==> src/rtl/tbbl_pkg.sv <==
`default_nettype none

package tbbl_pkg;

    // field widths
    localparam int BYTE_W      = 32;
    localparam int TIME_W      = 64;
    localparam int RATE_W      = 24;
    localparam int KB_W        = 20;
    localparam int AVAIL_W     = 21;
    localparam int TOTAL_W     = 64;

    // configuration port
    localparam int CFG_IDX_W   = 2;
    localparam int CFG_DATA_W  = 24;

    typedef enum logic [CFG_IDX_W-1:0] {
        REG_RATE     = 2'd0,
        REG_CAPACITY = 2'd1,
        REG_BURST    = 2'd2
    } cfg_reg_t;

    // register values after reset
    localparam logic [RATE_W-1:0] RESET_RATE_KB     = 24'd0;
    localparam logic [KB_W-1:0]   RESET_CAPACITY_KB = 20'd1024;
    localparam logic [KB_W-1:0]   RESET_BURST_KB    = 20'd0;

    // token unit is 1/1024000 KB: one byte is 1000 units, one ms at rate r is r*1024
    localparam int BYTE_UNITS   = 1000;
    localparam int KB_UNITS     = 1024000;
    localparam int UNIT_SHIFT   = 10;

    // elapsed time at or above 2^31 ms always fills any ceiling
    localparam int ELAPSED_W    = 31;
    localparam int PROD_W       = ELAPSED_W + RATE_W;
    localparam int REFILL_W     = PROD_W + UNIT_SHIFT;
    localparam int NEED_W       = BYTE_W + UNIT_SHIFT;
    localparam int CALC_W       = REFILL_W + 1;

    // the level never exceeds the largest ceiling, which is below 2^41
    localparam int LVL_W        = 41;

    // floor(level / 1024000) = floor((level >> 13) / 125), by reciprocal
    localparam int KB_SHIFT     = 13;
    localparam int QUOT_X_W     = LVL_W - KB_SHIFT;
    localparam int RECIP_W      = 29;
    localparam logic [RECIP_W-1:0] RECIP_125 = 29'd274877907;
    localparam int RECIP_SHIFT  = 35;
    localparam int QPROD_W      = QUOT_X_W + RECIP_W;

    typedef enum logic [1:0] {
        REFILL_NONE,
        REFILL_ADD,
        REFILL_FULL
    } refill_kind_t;

    typedef struct packed {
        logic [BYTE_W-1:0]    bytes;
        logic                 bypass;
        refill_kind_t         kind;
        logic [ELAPSED_W-1:0] elapsed;
    } s1_item_t;

    typedef struct packed {
        logic [BYTE_W-1:0]    bytes;
        logic                 bypass;
        refill_kind_t         kind;
        logic [REFILL_W-1:0]  refill_units;
        logic [NEED_W-1:0]    need;
    } s2_item_t;

    typedef struct packed {
        logic                 granted;
        logic [LVL_W-1:0]     level;
        logic [TOTAL_W-1:0]   allowed_sum;
        logic [TOTAL_W-1:0]   rejected_sum;
    } s3_item_t;

endpackage

`default_nettype wire

==> src/rtl/token_bucket_byte_limiter_top.sv <==
`default_nettype none

// token bucket byte limiter
//
// input channel (in_valid / in_ready) carries one transfer request item:
// byte_count bytes at time now_ms in milliseconds. output channel
// (out_valid / out_ready) returns one result item per request: granted,
// the whole KB left in the bucket, and the running granted and rejected
// byte totals, which wrap at 64 bits.
// configuration: cfg_write with cfg_index 0 = rate in KB/s (0 turns
// limiting off), 1 = bucket capacity in KB, 2 = burst allowance in KB;
// other indexes are dropped. write only while no item is in flight.
// an accepted item passes the stage 1 to stage 4 registers in order before
// out_valid; one item per cycle is sustained while out_ready stays high.
// the four pipeline registers hold up to four items, so input keeps
// flowing while a result waits on out_ready; once all are full, in_ready
// drops in the same cycle as out_ready.
// reset: bucket full at 1024 KB, time unset, totals zero, rate 0,
// capacity 1024 KB, burst 0.

module token_bucket_byte_limiter_top #(
    parameter int TOKEN_WIDTH = 42
) (
    input  wire logic                            clk,
    input  wire logic                            rst_n,
    input  wire logic                            in_valid,
    output logic                                 in_ready,
    input  wire logic [tbbl_pkg::BYTE_W-1:0]     byte_count,
    input  wire logic [tbbl_pkg::TIME_W-1:0]     now_ms,
    output logic                                 out_valid,
    input  wire logic                            out_ready,
    output logic                                 granted,
    output logic [tbbl_pkg::AVAIL_W-1:0]         available_kb,
    output logic [tbbl_pkg::TOTAL_W-1:0]         allowed_bytes_total,
    output logic [tbbl_pkg::TOTAL_W-1:0]         rejected_bytes_total,
    input  wire logic                            cfg_write,
    input  wire logic [tbbl_pkg::CFG_IDX_W-1:0]  cfg_index,
    input  wire logic [tbbl_pkg::CFG_DATA_W-1:0] cfg_data
);
    import tbbl_pkg::*;

    logic [RATE_W-1:0] rate_reg;
    logic [KB_W-1:0]   capacity_reg;
    logic [KB_W-1:0]   burst_reg;

    logic              s1_valid;
    logic              s1_ready;
    s1_item_t          s1_item;
    logic              s2_valid;
    logic              s2_ready;
    s2_item_t          s2_item;
    logic              s3_valid;
    logic              s3_ready;
    s3_item_t          s3_item;

    // configuration registers
    always_ff @(posedge clk or negedge rst_n)
    begin
        if (!rst_n)
        begin
            rate_reg     <= RESET_RATE_KB;
            capacity_reg <= RESET_CAPACITY_KB;
            burst_reg    <= RESET_BURST_KB;
        end
        else if (cfg_write)
        begin
            case (cfg_index)
                REG_RATE:     rate_reg     <= cfg_data[RATE_W-1:0];
                REG_CAPACITY: capacity_reg <= cfg_data[KB_W-1:0];
                REG_BURST:    burst_reg    <= cfg_data[KB_W-1:0];
                default:      ;
            endcase
        end
    end

    // stage 1: timestamp tracking, elapsed time
    tbbl_time_track u_time (
        .clk             (clk),
        .rst_n           (rst_n),
        .in_valid        (in_valid),
        .in_ready        (in_ready),
        .byte_count      (byte_count),
        .now_ms          (now_ms),
        .rate_kb_per_sec (rate_reg),
        .s1_valid        (s1_valid),
        .s1_ready        (s1_ready),
        .s1_item         (s1_item)
    );

    // stage 2: refill amount and request size in token units
    tbbl_refill_mul u_mul (
        .clk             (clk),
        .rst_n           (rst_n),
        .s1_valid        (s1_valid),
        .s1_ready        (s1_ready),
        .s1_item         (s1_item),
        .rate_kb_per_sec (rate_reg),
        .s2_valid        (s2_valid),
        .s2_ready        (s2_ready),
        .s2_item         (s2_item)
    );

    // stage 3: bucket level, grant decision, byte totals
    tbbl_token_update #(
        .TOKEN_WIDTH (TOKEN_WIDTH)
    ) u_bucket (
        .clk                (clk),
        .rst_n              (rst_n),
        .s2_valid           (s2_valid),
        .s2_ready           (s2_ready),
        .s2_item            (s2_item),
        .bucket_capacity_kb (capacity_reg),
        .burst_allowance_kb (burst_reg),
        .s3_valid           (s3_valid),
        .s3_ready           (s3_ready),
        .s3_item            (s3_item)
    );

    // stage 4: level to whole KB, output register
    tbbl_kb_div u_div (
        .clk                  (clk),
        .rst_n                (rst_n),
        .s3_valid             (s3_valid),
        .s3_ready             (s3_ready),
        .s3_item              (s3_item),
        .out_valid            (out_valid),
        .out_ready            (out_ready),
        .granted              (granted),
        .available_kb         (available_kb),
        .allowed_bytes_total  (allowed_bytes_total),
        .rejected_bytes_total (rejected_bytes_total)
    );

endmodule

`default_nettype wire

==> src/rtl/tbbl_time_track.sv <==
`default_nettype none

module tbbl_time_track (
    input  wire logic                         clk,
    input  wire logic                         rst_n,
    input  wire logic                         in_valid,
    output logic                              in_ready,
    input  wire logic [tbbl_pkg::BYTE_W-1:0]  byte_count,
    input  wire logic [tbbl_pkg::TIME_W-1:0]  now_ms,
    input  wire logic [tbbl_pkg::RATE_W-1:0]  rate_kb_per_sec,
    output logic                              s1_valid,
    input  wire logic                         s1_ready,
    output tbbl_pkg::s1_item_t                s1_item
);
    import tbbl_pkg::*;

    logic                accept;
    logic [TIME_W-1:0]   last_time_reg;
    logic [TIME_W-1:0]   last_time_next;
    logic [TIME_W-1:0]   diff;
    logic                s1_valid_reg;
    s1_item_t            s1_item_reg;
    s1_item_t            s1_item_next;

    assign in_ready = !s1_valid_reg || s1_ready;
    assign accept   = in_valid && in_ready;
    assign diff     = now_ms - last_time_reg;

    always_comb
    begin
        last_time_next       = last_time_reg;
        s1_item_next.bytes   = byte_count;
        s1_item_next.bypass  = 1'b0;
        s1_item_next.kind    = REFILL_NONE;
        s1_item_next.elapsed = diff[ELAPSED_W-1:0];
        if (rate_kb_per_sec == '0)
        begin
            s1_item_next.bypass = 1'b1;
        end
        else if (last_time_reg == '0)
        begin
            // first timestamp only records the time
            last_time_next = now_ms;
        end
        else if (now_ms > last_time_reg)
        begin
            last_time_next = now_ms;
            if (diff[TIME_W-1:ELAPSED_W] != '0)
                s1_item_next.kind = REFILL_FULL;
            else
                s1_item_next.kind = REFILL_ADD;
        end
    end

    always_ff @(posedge clk or negedge rst_n)
    begin
        if (!rst_n)
        begin
            s1_valid_reg  <= 1'b0;
            last_time_reg <= '0;
        end
        else
        begin
            if (accept)
            begin
                s1_valid_reg  <= 1'b1;
                last_time_reg <= last_time_next;
            end
            else if (s1_ready)
            begin
                s1_valid_reg <= 1'b0;
            end
        end
    end

    always_ff @(posedge clk)
    begin
        if (accept)
            s1_item_reg <= s1_item_next;
    end

    assign s1_valid = s1_valid_reg;
    assign s1_item  = s1_item_reg;

`ifndef SYNTHESIS
    // unlimited mode never touches the stored time
    assert property (@(posedge clk) disable iff (!rst_n)
        (accept && rate_kb_per_sec == '0) |=> $stable(last_time_reg))
        else $error("stored time changed while limiting was off");
`endif

endmodule

`default_nettype wire

==> src/rtl/tbbl_refill_mul.sv <==
`default_nettype none

module tbbl_refill_mul (
    input  wire logic                         clk,
    input  wire logic                         rst_n,
    input  wire logic                         s1_valid,
    output logic                              s1_ready,
    input  wire tbbl_pkg::s1_item_t           s1_item,
    input  wire logic [tbbl_pkg::RATE_W-1:0]  rate_kb_per_sec,
    output logic                              s2_valid,
    input  wire logic                         s2_ready,
    output tbbl_pkg::s2_item_t                s2_item
);
    import tbbl_pkg::*;

    logic              move;
    logic [PROD_W-1:0] prod;
    logic              s2_valid_reg;
    s2_item_t          s2_item_reg;
    s2_item_t          s2_item_next;

    assign s1_ready = !s2_valid_reg || s2_ready;
    assign move     = s1_valid && s1_ready;

    // elapsed ms times rate, then times 1024 as a shift
    assign prod = PROD_W'(s1_item.elapsed) * PROD_W'(rate_kb_per_sec);

    always_comb
    begin
        s2_item_next.bytes        = s1_item.bytes;
        s2_item_next.bypass       = s1_item.bypass;
        s2_item_next.kind         = s1_item.kind;
        s2_item_next.refill_units = {prod, {UNIT_SHIFT{1'b0}}};
        s2_item_next.need         = NEED_W'(s1_item.bytes) * NEED_W'(BYTE_UNITS);
    end

    always_ff @(posedge clk or negedge rst_n)
    begin
        if (!rst_n)
            s2_valid_reg <= 1'b0;
        else if (move)
            s2_valid_reg <= 1'b1;
        else if (s2_ready)
            s2_valid_reg <= 1'b0;
    end

    always_ff @(posedge clk)
    begin
        if (move)
            s2_item_reg <= s2_item_next;
    end

    assign s2_valid = s2_valid_reg;
    assign s2_item  = s2_item_reg;

endmodule

`default_nettype wire

==> src/rtl/tbbl_token_update.sv <==
`default_nettype none

module tbbl_token_update #(
    parameter int TOKEN_WIDTH = 42
) (
    input  wire logic                       clk,
    input  wire logic                       rst_n,
    input  wire logic                       s2_valid,
    output logic                            s2_ready,
    input  wire tbbl_pkg::s2_item_t         s2_item,
    input  wire logic [tbbl_pkg::KB_W-1:0]  bucket_capacity_kb,
    input  wire logic [tbbl_pkg::KB_W-1:0]  burst_allowance_kb,
    output logic                            s3_valid,
    input  wire logic                       s3_ready,
    output tbbl_pkg::s3_item_t              s3_item
);
    import tbbl_pkg::*;

    localparam logic [CALC_W-1:0] TOKEN_MAX =
        (CALC_W'(1) << TOKEN_WIDTH) - CALC_W'(1);
    localparam logic [CALC_W-1:0] RESET_RAW =
        CALC_W'(RESET_CAPACITY_KB) * CALC_W'(KB_UNITS);
    localparam logic [CALC_W-1:0] RESET_SAT =
        (RESET_RAW > TOKEN_MAX) ? TOKEN_MAX : RESET_RAW;
    localparam logic [CALC_W-1:0] RESET_CEIL_RAW =
        (CALC_W'(RESET_CAPACITY_KB) + CALC_W'(RESET_BURST_KB)) * CALC_W'(KB_UNITS);
    localparam logic [CALC_W-1:0] RESET_CEIL =
        (RESET_CEIL_RAW > TOKEN_MAX) ? TOKEN_MAX : RESET_CEIL_RAW;

    logic                    move;
    logic [CALC_W-1:0]       ceil_calc;
    logic [TOKEN_WIDTH-1:0]  ceiling_reg;
    logic [TOKEN_WIDTH-1:0]  ceiling_next;
    logic [TOKEN_WIDTH-1:0]  level_reg;
    logic [TOKEN_WIDTH-1:0]  level_next;
    logic [TOTAL_W-1:0]      allowed_sum_reg;
    logic [TOTAL_W-1:0]      allowed_sum_next;
    logic [TOTAL_W-1:0]      rejected_sum_reg;
    logic [TOTAL_W-1:0]      rejected_sum_next;
    logic [CALC_W-1:0]       lvl_ext;
    logic [CALC_W-1:0]       ceil_ext;
    logic [CALC_W-1:0]       need_ext;
    logic [CALC_W-1:0]       sum;
    logic [CALC_W-1:0]       refilled;
    logic [CALC_W-1:0]       left;
    logic                    ok;
    logic                    s3_valid_reg;
    s3_item_t                s3_item_reg;
    s3_item_t                s3_item_next;

    assign s2_ready = !s3_valid_reg || s3_ready;
    assign move     = s2_valid && s2_ready;

    // ceiling kept in a register, follows the configuration registers in the next cycle
    assign ceil_calc = (CALC_W'(bucket_capacity_kb) + CALC_W'(burst_allowance_kb))
                       * CALC_W'(KB_UNITS);
    assign ceiling_next = (ceil_calc > TOKEN_MAX) ? TOKEN_MAX[TOKEN_WIDTH-1:0]
                                                  : ceil_calc[TOKEN_WIDTH-1:0];

    assign lvl_ext  = CALC_W'(level_reg);
    assign ceil_ext = CALC_W'(ceiling_reg);
    assign need_ext = CALC_W'(s2_item.need);
    assign sum      = lvl_ext + CALC_W'(s2_item.refill_units);

    always_comb
    begin
        case (s2_item.kind)
            REFILL_NONE: refilled = lvl_ext;
            REFILL_ADD:  refilled = (sum > ceil_ext) ? ceil_ext : sum;
            REFILL_FULL: refilled = ceil_ext;
            default:     refilled = lvl_ext;
        endcase
    end

    assign left = refilled - need_ext;
    assign ok   = s2_item.bypass || (refilled >= need_ext);

    always_comb
    begin
        if (s2_item.bypass)
            level_next = level_reg;
        else if (ok)
            level_next = left[TOKEN_WIDTH-1:0];
        else
            level_next = refilled[TOKEN_WIDTH-1:0];

        allowed_sum_next  = allowed_sum_reg;
        rejected_sum_next = rejected_sum_reg;
        if (ok)
            allowed_sum_next = allowed_sum_reg + TOTAL_W'(s2_item.bytes);
        else
            rejected_sum_next = rejected_sum_reg + TOTAL_W'(s2_item.bytes);

        s3_item_next.granted      = ok;
        s3_item_next.level        = LVL_W'(level_next);
        s3_item_next.allowed_sum  = allowed_sum_next;
        s3_item_next.rejected_sum = rejected_sum_next;
    end

    always_ff @(posedge clk or negedge rst_n)
    begin
        if (!rst_n)
        begin
            s3_valid_reg     <= 1'b0;
            ceiling_reg      <= RESET_CEIL[TOKEN_WIDTH-1:0];
            level_reg        <= RESET_SAT[TOKEN_WIDTH-1:0];
            allowed_sum_reg  <= '0;
            rejected_sum_reg <= '0;
        end
        else
        begin
            ceiling_reg <= ceiling_next;
            if (move)
            begin
                s3_valid_reg     <= 1'b1;
                level_reg        <= level_next;
                allowed_sum_reg  <= allowed_sum_next;
                rejected_sum_reg <= rejected_sum_next;
            end
            else if (s3_ready)
            begin
                s3_valid_reg <= 1'b0;
            end
        end
    end

    always_ff @(posedge clk)
    begin
        if (move)
            s3_item_reg <= s3_item_next;
    end

    assign s3_valid = s3_valid_reg;
    assign s3_item  = s3_item_reg;

`ifndef SYNTHESIS
    // bucket state only changes when an item passes through
    assert property (@(posedge clk) disable iff (!rst_n)
        !move |=> ($stable(level_reg) && $stable(allowed_sum_reg)
                   && $stable(rejected_sum_reg)))
        else $error("bucket state changed without an item");

    // unlimited items leave the level alone and are never rejected
    assert property (@(posedge clk) disable iff (!rst_n)
        (move && s2_item.bypass) |=> ($stable(level_reg) && $stable(rejected_sum_reg)))
        else $error("unlimited item touched the level or was rejected");

    // a full refill never leaves the level above the ceiling
    assert property (@(posedge clk) disable iff (!rst_n)
        (move && !s2_item.bypass && s2_item.kind == REFILL_FULL)
        |=> (level_reg <= $past(ceiling_reg)))
        else $error("level above ceiling after full refill");
`endif

endmodule

`default_nettype wire

==> src/rtl/tbbl_kb_div.sv <==
`default_nettype none

module tbbl_kb_div (
    input  wire logic                          clk,
    input  wire logic                          rst_n,
    input  wire logic                          s3_valid,
    output logic                               s3_ready,
    input  wire tbbl_pkg::s3_item_t            s3_item,
    output logic                               out_valid,
    input  wire logic                          out_ready,
    output logic                               granted,
    output logic [tbbl_pkg::AVAIL_W-1:0]       available_kb,
    output logic [tbbl_pkg::TOTAL_W-1:0]       allowed_bytes_total,
    output logic [tbbl_pkg::TOTAL_W-1:0]       rejected_bytes_total
);
    import tbbl_pkg::*;

    logic                  move;
    logic [QUOT_X_W-1:0]   x;
    logic [QPROD_W-1:0]    qprod;
    logic                  out_valid_reg;
    logic                  granted_reg;
    logic [AVAIL_W-1:0]    available_reg;
    logic [TOTAL_W-1:0]    allowed_reg;
    logic [TOTAL_W-1:0]    rejected_reg;

    assign s3_ready = !out_valid_reg || out_ready;
    assign move     = s3_valid && s3_ready;

    // divide by 2^13, then by 125 through the reciprocal
    assign x     = s3_item.level[LVL_W-1:KB_SHIFT];
    assign qprod = QPROD_W'(x) * QPROD_W'(RECIP_125);

    always_ff @(posedge clk or negedge rst_n)
    begin
        if (!rst_n)
            out_valid_reg <= 1'b0;
        else if (move)
            out_valid_reg <= 1'b1;
        else if (out_ready)
            out_valid_reg <= 1'b0;
    end

    always_ff @(posedge clk)
    begin
        if (move)
        begin
            granted_reg   <= s3_item.granted;
            available_reg <= qprod[RECIP_SHIFT+AVAIL_W-1:RECIP_SHIFT];
            allowed_reg   <= s3_item.allowed_sum;
            rejected_reg  <= s3_item.rejected_sum;
        end
    end

    assign out_valid            = out_valid_reg;
    assign granted              = granted_reg;
    assign available_kb         = available_reg;
    assign allowed_bytes_total  = allowed_reg;
    assign rejected_bytes_total = rejected_reg;

endmodule

`default_nettype wire

==> config.mk <==
export PLATFORM = sky130hd
export DESIGN_NAME = token_bucket_byte_limiter_top
export DESIGN_NICKNAME = d
export VERILOG_FILES = /design/src/rtl/tbbl_pkg.sv /design/src/rtl/token_bucket_byte_limiter_top.sv /design/src/rtl/tbbl_time_track.sv /design/src/rtl/tbbl_refill_mul.sv /design/src/rtl/tbbl_token_update.sv /design/src/rtl/tbbl_kb_div.sv
export SDC_FILE = /design/constraint.sdc
export NUM_CORES = 2
export LEC_CHECK = 0
export ABC_AREA = 0
export BUFFER_PORTS_ARGS = -buffer_cell sky130_fd_sc_hd__buf_2
export CAP_MARGIN = 25
export CORE_MARGIN = 2
export CORE_UTILIZATION = 45
export DETAILED_ROUTE_END_ITERATION = 8
export GPL_TIMING_DRIVEN = 1
export PLACE_DENSITY_LB_ADDON = 0.25
export SKIP_LAST_GASP = 1
export SYNTH_ARGS = -nofsm -noshare
export SYNTH_HDL_FRONTEND = slang
export SYNTH_SLANG_ARGS = --single-unit
==> constraint.sdc <==
create_clock -name clk -period 15.5 [get_ports clk]
set_input_delay 3.875 -clock clk [delete_from_list [all_inputs] [get_ports clk]]
set_output_delay 3.875 -clock clk [all_outputs]
set_load 0.05 [all_outputs]
### Word level (Yosys, flattened, before mapping)

Cells that the tools add are included.

* bits in registers: 859
* input port bits: 127
* output and inout port bits: 152

* $add $sub $neg: 6
* $mul: 4
* $lt $le $gt $ge: 4
* equal/unequal tests: 4
* mux-type cells: 19
* bitwise gates (word level): 3
* reduce and logical (&&, ||, !) cells: 28

Operator list (number)
* 64-bit two-way mux: 4
* 66-bit one-hot mux with 2 select lines: 1
* 64-bit by 32-bit adder with 64-bit output: 2
* 42-bit two-way mux: 2
* 42-bit by 65-bit adder with 66-bit output: 1
* 66-bit by 42-bit greater-or-equal comparator with 1-bit output: 1
* 66-bit by 42-bit > comparator with 1-bit output: 1
* 66-bit by 42-bit > comparator with 1-bit output, second input constant: 1
* 66-bit by 7-bit multiplier with 53-bit output, second input constant: 1
* 66-bit two-way mux: 1
* 64-bit > comparator: 1
* 64-bit logical NOT: 1
* 64-bit subtractor: 1
* 28-bit by 29-bit multiplier with 56-bit output, second input constant: 1
* 31-bit by 24-bit multiplier with 55-bit output: 1
* 42-bit subtractor: 1
* 41-bit two-way mux: 1
* 32-bit by 7-bit multiplier with 39-bit output, second input constant: 1
* 33-bit nonzero test: 1
* 24-bit logical NOT: 1
* 20-bit by 20-bit adder with 21-bit output: 1
* 2-bit nonzero test: 5
* 1-bit two-way mux: 9
* 2-bit AND reduction: 4
* 10 further kinds: 24

### Depth between registers and ports, before layout

* word-level depth: 8
* depth in mapped cells: 45

### Modules after synthesis

Synthesis repeated with hierarchy kept, for this count alone.

* cell total of the unflattened synthesis: 9320
* area total of the unflattened synthesis: 91555.3 um^2

By module, submodules not included
* tbbl_refill_mul: instances 1, cells each 3405, area an instance 33209.4 um^2
* tbbl_token_update: instances 1, cells each 3351, area an instance 29851.1 um^2
* tbbl_kb_div: instances 1, cells each 1411, area an instance 16607.2 um^2
* tbbl_time_track: instances 1, cells each 1016, area an instance 9487.8 um^2
* token_bucket_byte_limiter_top: instances 1, cells each 137, area an instance 2399.8 um^2

### Least setup slack after synthesis

Ideal clock, no wire load.

* path kind: input to register
* start: input out_ready
* end: register u_div.allowed_reg[0] (netlist: u_div.allowed_bytes_total[0]) (enable)
* library setup time: 0.679 ns
* arrival: 10.580 ns
* data required time: 14.821 ns
* slack: 4.241 ns
* cell stages on the path: 2
* buffers on the path: 0
* path through: nor2b_1 > nor2b_1

* longest elaborated chain between the ends: 2

RTL lines
* start: declaration: RTL line token_bucket_byte_limiter_top.sv:31 `input wire logic out_ready,`
* 1-bit logical OR: RTL line tbbl_kb_div.sv:27 `assign s3_ready = !out_valid_reg || out_ready;`
* 1-bit logical AND: RTL line tbbl_kb_div.sv:28 `assign move = s3_valid && s3_ready;`
* named net u_div.move: RTL line tbbl_kb_div.sv:18 `logic move;`
* end signal: assignment: RTL line tbbl_kb_div.sv:50 `allowed_reg <= s3_item.allowed_sum;`
* end: declaration: RTL line tbbl_kb_div.sv:24 `logic [TOTAL_W-1:0] allowed_reg;`

The timed path passes the listed nets, and every way through them passes these cells.
A chain may end at the register's enable or synchronous reset.

### Final worst setup path

* start: register u_mul.s2_item_reg, in the netlist u_mul.s2_item[53]
* end: register u_bucket.s3_item_reg, in the netlist u_bucket.s3_item[101] (data pin)

* longest elaborated chain between the ends: 7

RTL lines
* start: declaration: RTL line tbbl_refill_mul.sv:19 `s2_item_t s2_item_reg;`
* start signal: assignment: RTL line tbbl_refill_mul.sv:50 `s2_item_reg <= s2_item_next;`
* 42-bit by 65-bit adder with 66-bit output *: RTL line tbbl_token_update.sv:63 `assign sum = lvl_ext + CALC_W'(s2_item.refill_units);`
* 66-bit by 42-bit > comparator with 1-bit output: RTL line tbbl_token_update.sv:69 `REFILL_ADD: refilled = (sum > ceil_ext) ? ceil_ext : sum;`
* 66-bit two-way mux *: RTL line tbbl_token_update.sv:69
* 66-bit one-hot mux with 2 select lines *: RTL line tbbl_token_update.sv:67 `case (s2_item.kind)`
* 66-bit by 42-bit greater-or-equal comparator with 1-bit output *: RTL line tbbl_token_update.sv:76 `assign ok = s2_item.bypass || (refilled >= need_ext);`
* 1-bit logical OR *: RTL line tbbl_token_update.sv:76
* 64-bit two-way mux *: RTL line tbbl_token_update.sv:89 `if (ok)`
* named net u_bucket.allowed_sum_next[37]: RTL line tbbl_token_update.sv:37 `logic [TOTAL_W-1:0] allowed_sum_next;`
* end signal: assignment: RTL line tbbl_token_update.sv:130 `s3_item_reg <= s3_item_next;`
* end: declaration: RTL line tbbl_token_update.sv:48 `s3_item_t s3_item_reg;`

Mark *: on every way through the listed nets, which the timed path passes. The rest lies on a longest branch.

==> summary.md <==
| Metric | Value |
|---|---|
| Critical Path Max Stage Delay | `0.79 ns` |
| Slew margin rel. | `33.8%` |
| Routability cong. | `0.921` |
| Yosys cell types | `95` |
| Yosys warns | `0` |
| Syn_area_per_cell | `10.2 µm²` |
| Netlist Area Pre-Place | `0.0873 mm²` |
| Overflow after GRT | `0` |
| Via count | `61600` |
| First-pass GRT wire length | `373000 µm` |
| CTS Root Cell | `clkbuf_16` |
| Total negative slack | `0 ns` |
| Clock slew at reported path FFs | `0.06 ns` |
| # Post-CTS Setup Buffers | `0` |
| Crit Path Max Fanout | `91` |
| TritonCTS buffer count | `100` |
| Final Hold Viols | `0` |
| Post-synth EDFFs | `500` |
| Worst path arrival time | `13.33 ns` |
| Post-CTS sizing | `0` |
| Max-Cap Viols | `0` |
| Min-Delay Path Class | `register to register` |
| H-tree levels | `3` |
| WP data required | `15.99 ns` |
| Vias per inst | `5.43` |
| Skew final | `0.0393 ns` |
| # hold bufs at CTS | `0` |
| Fin nets | `10800` |
| # fillers | `17600` |
| Post-synth top area share | `24.9%` |
| Synth top area cells | `fa_1 (25%), edfxtp_1 (17%), ha_1 (13%)` |
| Type of origin of the critical path | `register` |
| Clk_lat worst skew | `0.76 ns` |
| Final Max Slew Viols | `0` |
| Initial antenna violation count | `5` |
| WL final | `236000 µm` |
| CTS tree | `done` |
| Post-route ant nets | `0` |
| Core Area | `0.193 mm²` |
| Unrepaired setup endpoints after global routing | `false` |
| Vias in the first global route | `65500` |
| Count leader, synth | `inv_1` |
| Status | `completed` |
| Sink Count | `832` |
| Die Y | `444 µm` |
| IO Port Bufs | `278` |
| Initial core utilization | `45.3%` |
| Die W | `444 µm` |
| Worst R2R Setup Slack | `2.66 ns` |
| Max Fclk | `0.0779 GHz` |
| Final setup violation count | `0` |
| Synth area leader | `fa_1` |
| Clock Path Buffers | `3` |
| Die area | `0.198 mm²` |
| Top cells by count, synth | `inv_1 (1472), fa_1 (1086), nand2_1 (959)` |
| Period Utilization, post-route | `82.8%` |
| Post-Synthesis Cells | `8526` |
| WL/cell | `20.8 µm` |
| Seq/Total Area, Yosys | `26.7%` |
| All-Layer GR Usage | `24.2%` |
| #FFs+latches synth | `832` |
| Async SR Flop Fraction | `39.9%` |
| Crit. End Element | `register` |
| Post-Syn Nets | `10600` |
| Crit path kind | `register to register` |
| P&R area growth vs syn | `8.84%` |
| Final worst slack | `2.66 ns` |
| Antenna Cells | `0` |
| DPL Wire Length | `181000 µm` |
| Top Ports | `279` |
| Ys flop type | `edfxtp_1` |
| Layout cells sized above 1 | `10.2%` |
| Drt pass-1 iters | `6` |
| Drt drc | `0` |
| Min Tclk post-route | `12.84 ns` |
| Slowest cell on crit path | `a21oi_4` |
| Row cnt | `161` |
| Largest net degree at the start of global routing | `131` |
| Tightest Pin Transition | `0.992 ns` |
| Initial drt markers | `3800` |
| Largest register FFs | `157` |
| Placement Setup Slack | `2.86 ns` |
[final timing paths]
kind                                 startpoint                             to  depth (start not counted)
max reg2reg                   u_mul.s2_item[53]          u_bucket.s3_item[101]                         40
min reg2reg                u_bucket.s3_item[64]   u_div.allowed_bytes_total[0]                          0
max                           u_mul.s2_item[53]          u_bucket.s3_item[101]                         40
min                        u_bucket.s3_item[64]   u_div.allowed_bytes_total[0]                          0
min in group asynchronous                 rst_n  u_bucket.rejected_sum_reg[44]                          1
max in group asynchronous                 rst_n  u_bucket.rejected_sum_reg[14]                          2
[cells in the final DEF, fill, tap and decap left out, types with 17 or more instances in the layout]
cell,synthesis,routed
a211oi_1,41,40
a21o_1,162,162
a21oi_1,330,330
a22oi_1,28,28
a31oi_1,26,26
and2_1,266,265
and3_1,41,41
and4_1,17,17
buf_2,27,277
buf_4,10,82
clkbuf_16,0,100
dfrtp_1,319,304
edfxtp_1,500,500
fa_1,1086,1086
ha_1,891,890
inv_1,1472,1471
mux2_2,245,245
nand2_1,959,958
nand2b_1,55,55
nand3_1,106,106
nand4_1,94,94
nor2_1,339,338
nor2b_1,40,39
nor3_1,72,72
nor4_1,35,34
o211ai_1,30,30
o21a_1,73,73
o21ai_0,199,198
o21bai_1,52,52
o31a_1,17,17
o31ai_1,36,36
or2_2,27,27
or3_1,23,23
xnor2_1,275,275
xor2_1,148,148
[critical path, delay by kind of cell (launching register included)]
family / cells / cell delay [ns]
compound gates: 20 / 6.57
xor+xnor: 2 / 0.29
fa+ha+maj: 3 / 1.00
buf+inv: 2 / 0.76
flops: 1 / 0.41
simple gates: 13 / 3.37
[per-stage QoR]
stage	utilization [%]	hold slack (ns)	instance area, µm²	instances
5_1_grt	49.3	0.426	95000	11300
2_1_floorplan	-	0.400	87300	8526
6_report	49.3	0.413	95000	11300
3_5_place_dp	47.5	0.405	91500	11200
4_1_cts	49.3	0.417	95000	11300
3_3_place_gp	47.5	0.404	91500	11100
[cell families (layout without fill, tap and decap cells)]
kind of cell	after synthesis	in the layout	share of synthesized area, %
AOI/OAI and AO/OA	1150	1150	8.67
xor gates and xnor gates	423	423	4.24
adders and majority gates	1977	1977	37.7
buffers and inverters	1738	2029	7.62
DFF	832	832	26.7
muxes	269	269	3.49
and+or+nand+nor	2137	2137	11.6
[cell type report]
class                           count  area (µm²)  area share [%]
Clock buffer                      119        2630            2.77
Sequential cell                   832       23400            24.6
Timing Repair Buffer              366        2120            2.23
Clock inverter                     70         828           0.872
Multi-Input combinational cell   5956       57400            60.4
Inverter                         1474        5550            5.84
Tap cell                         2526        3160            3.33
[per-layer routing]
metal  GRT usage, %  up-vias  wire (µm)
li1               -    28400          -
met1           32.5    31000     103000
met2           40.6     1722     112000
met3           3.62      396      13300
met4           6.79        8       7180
met5              0        -         49
Power is left out: the tool's default activity adds up to more than one toggle a clock period on the data nets, which glitch-free logic cannot reach.
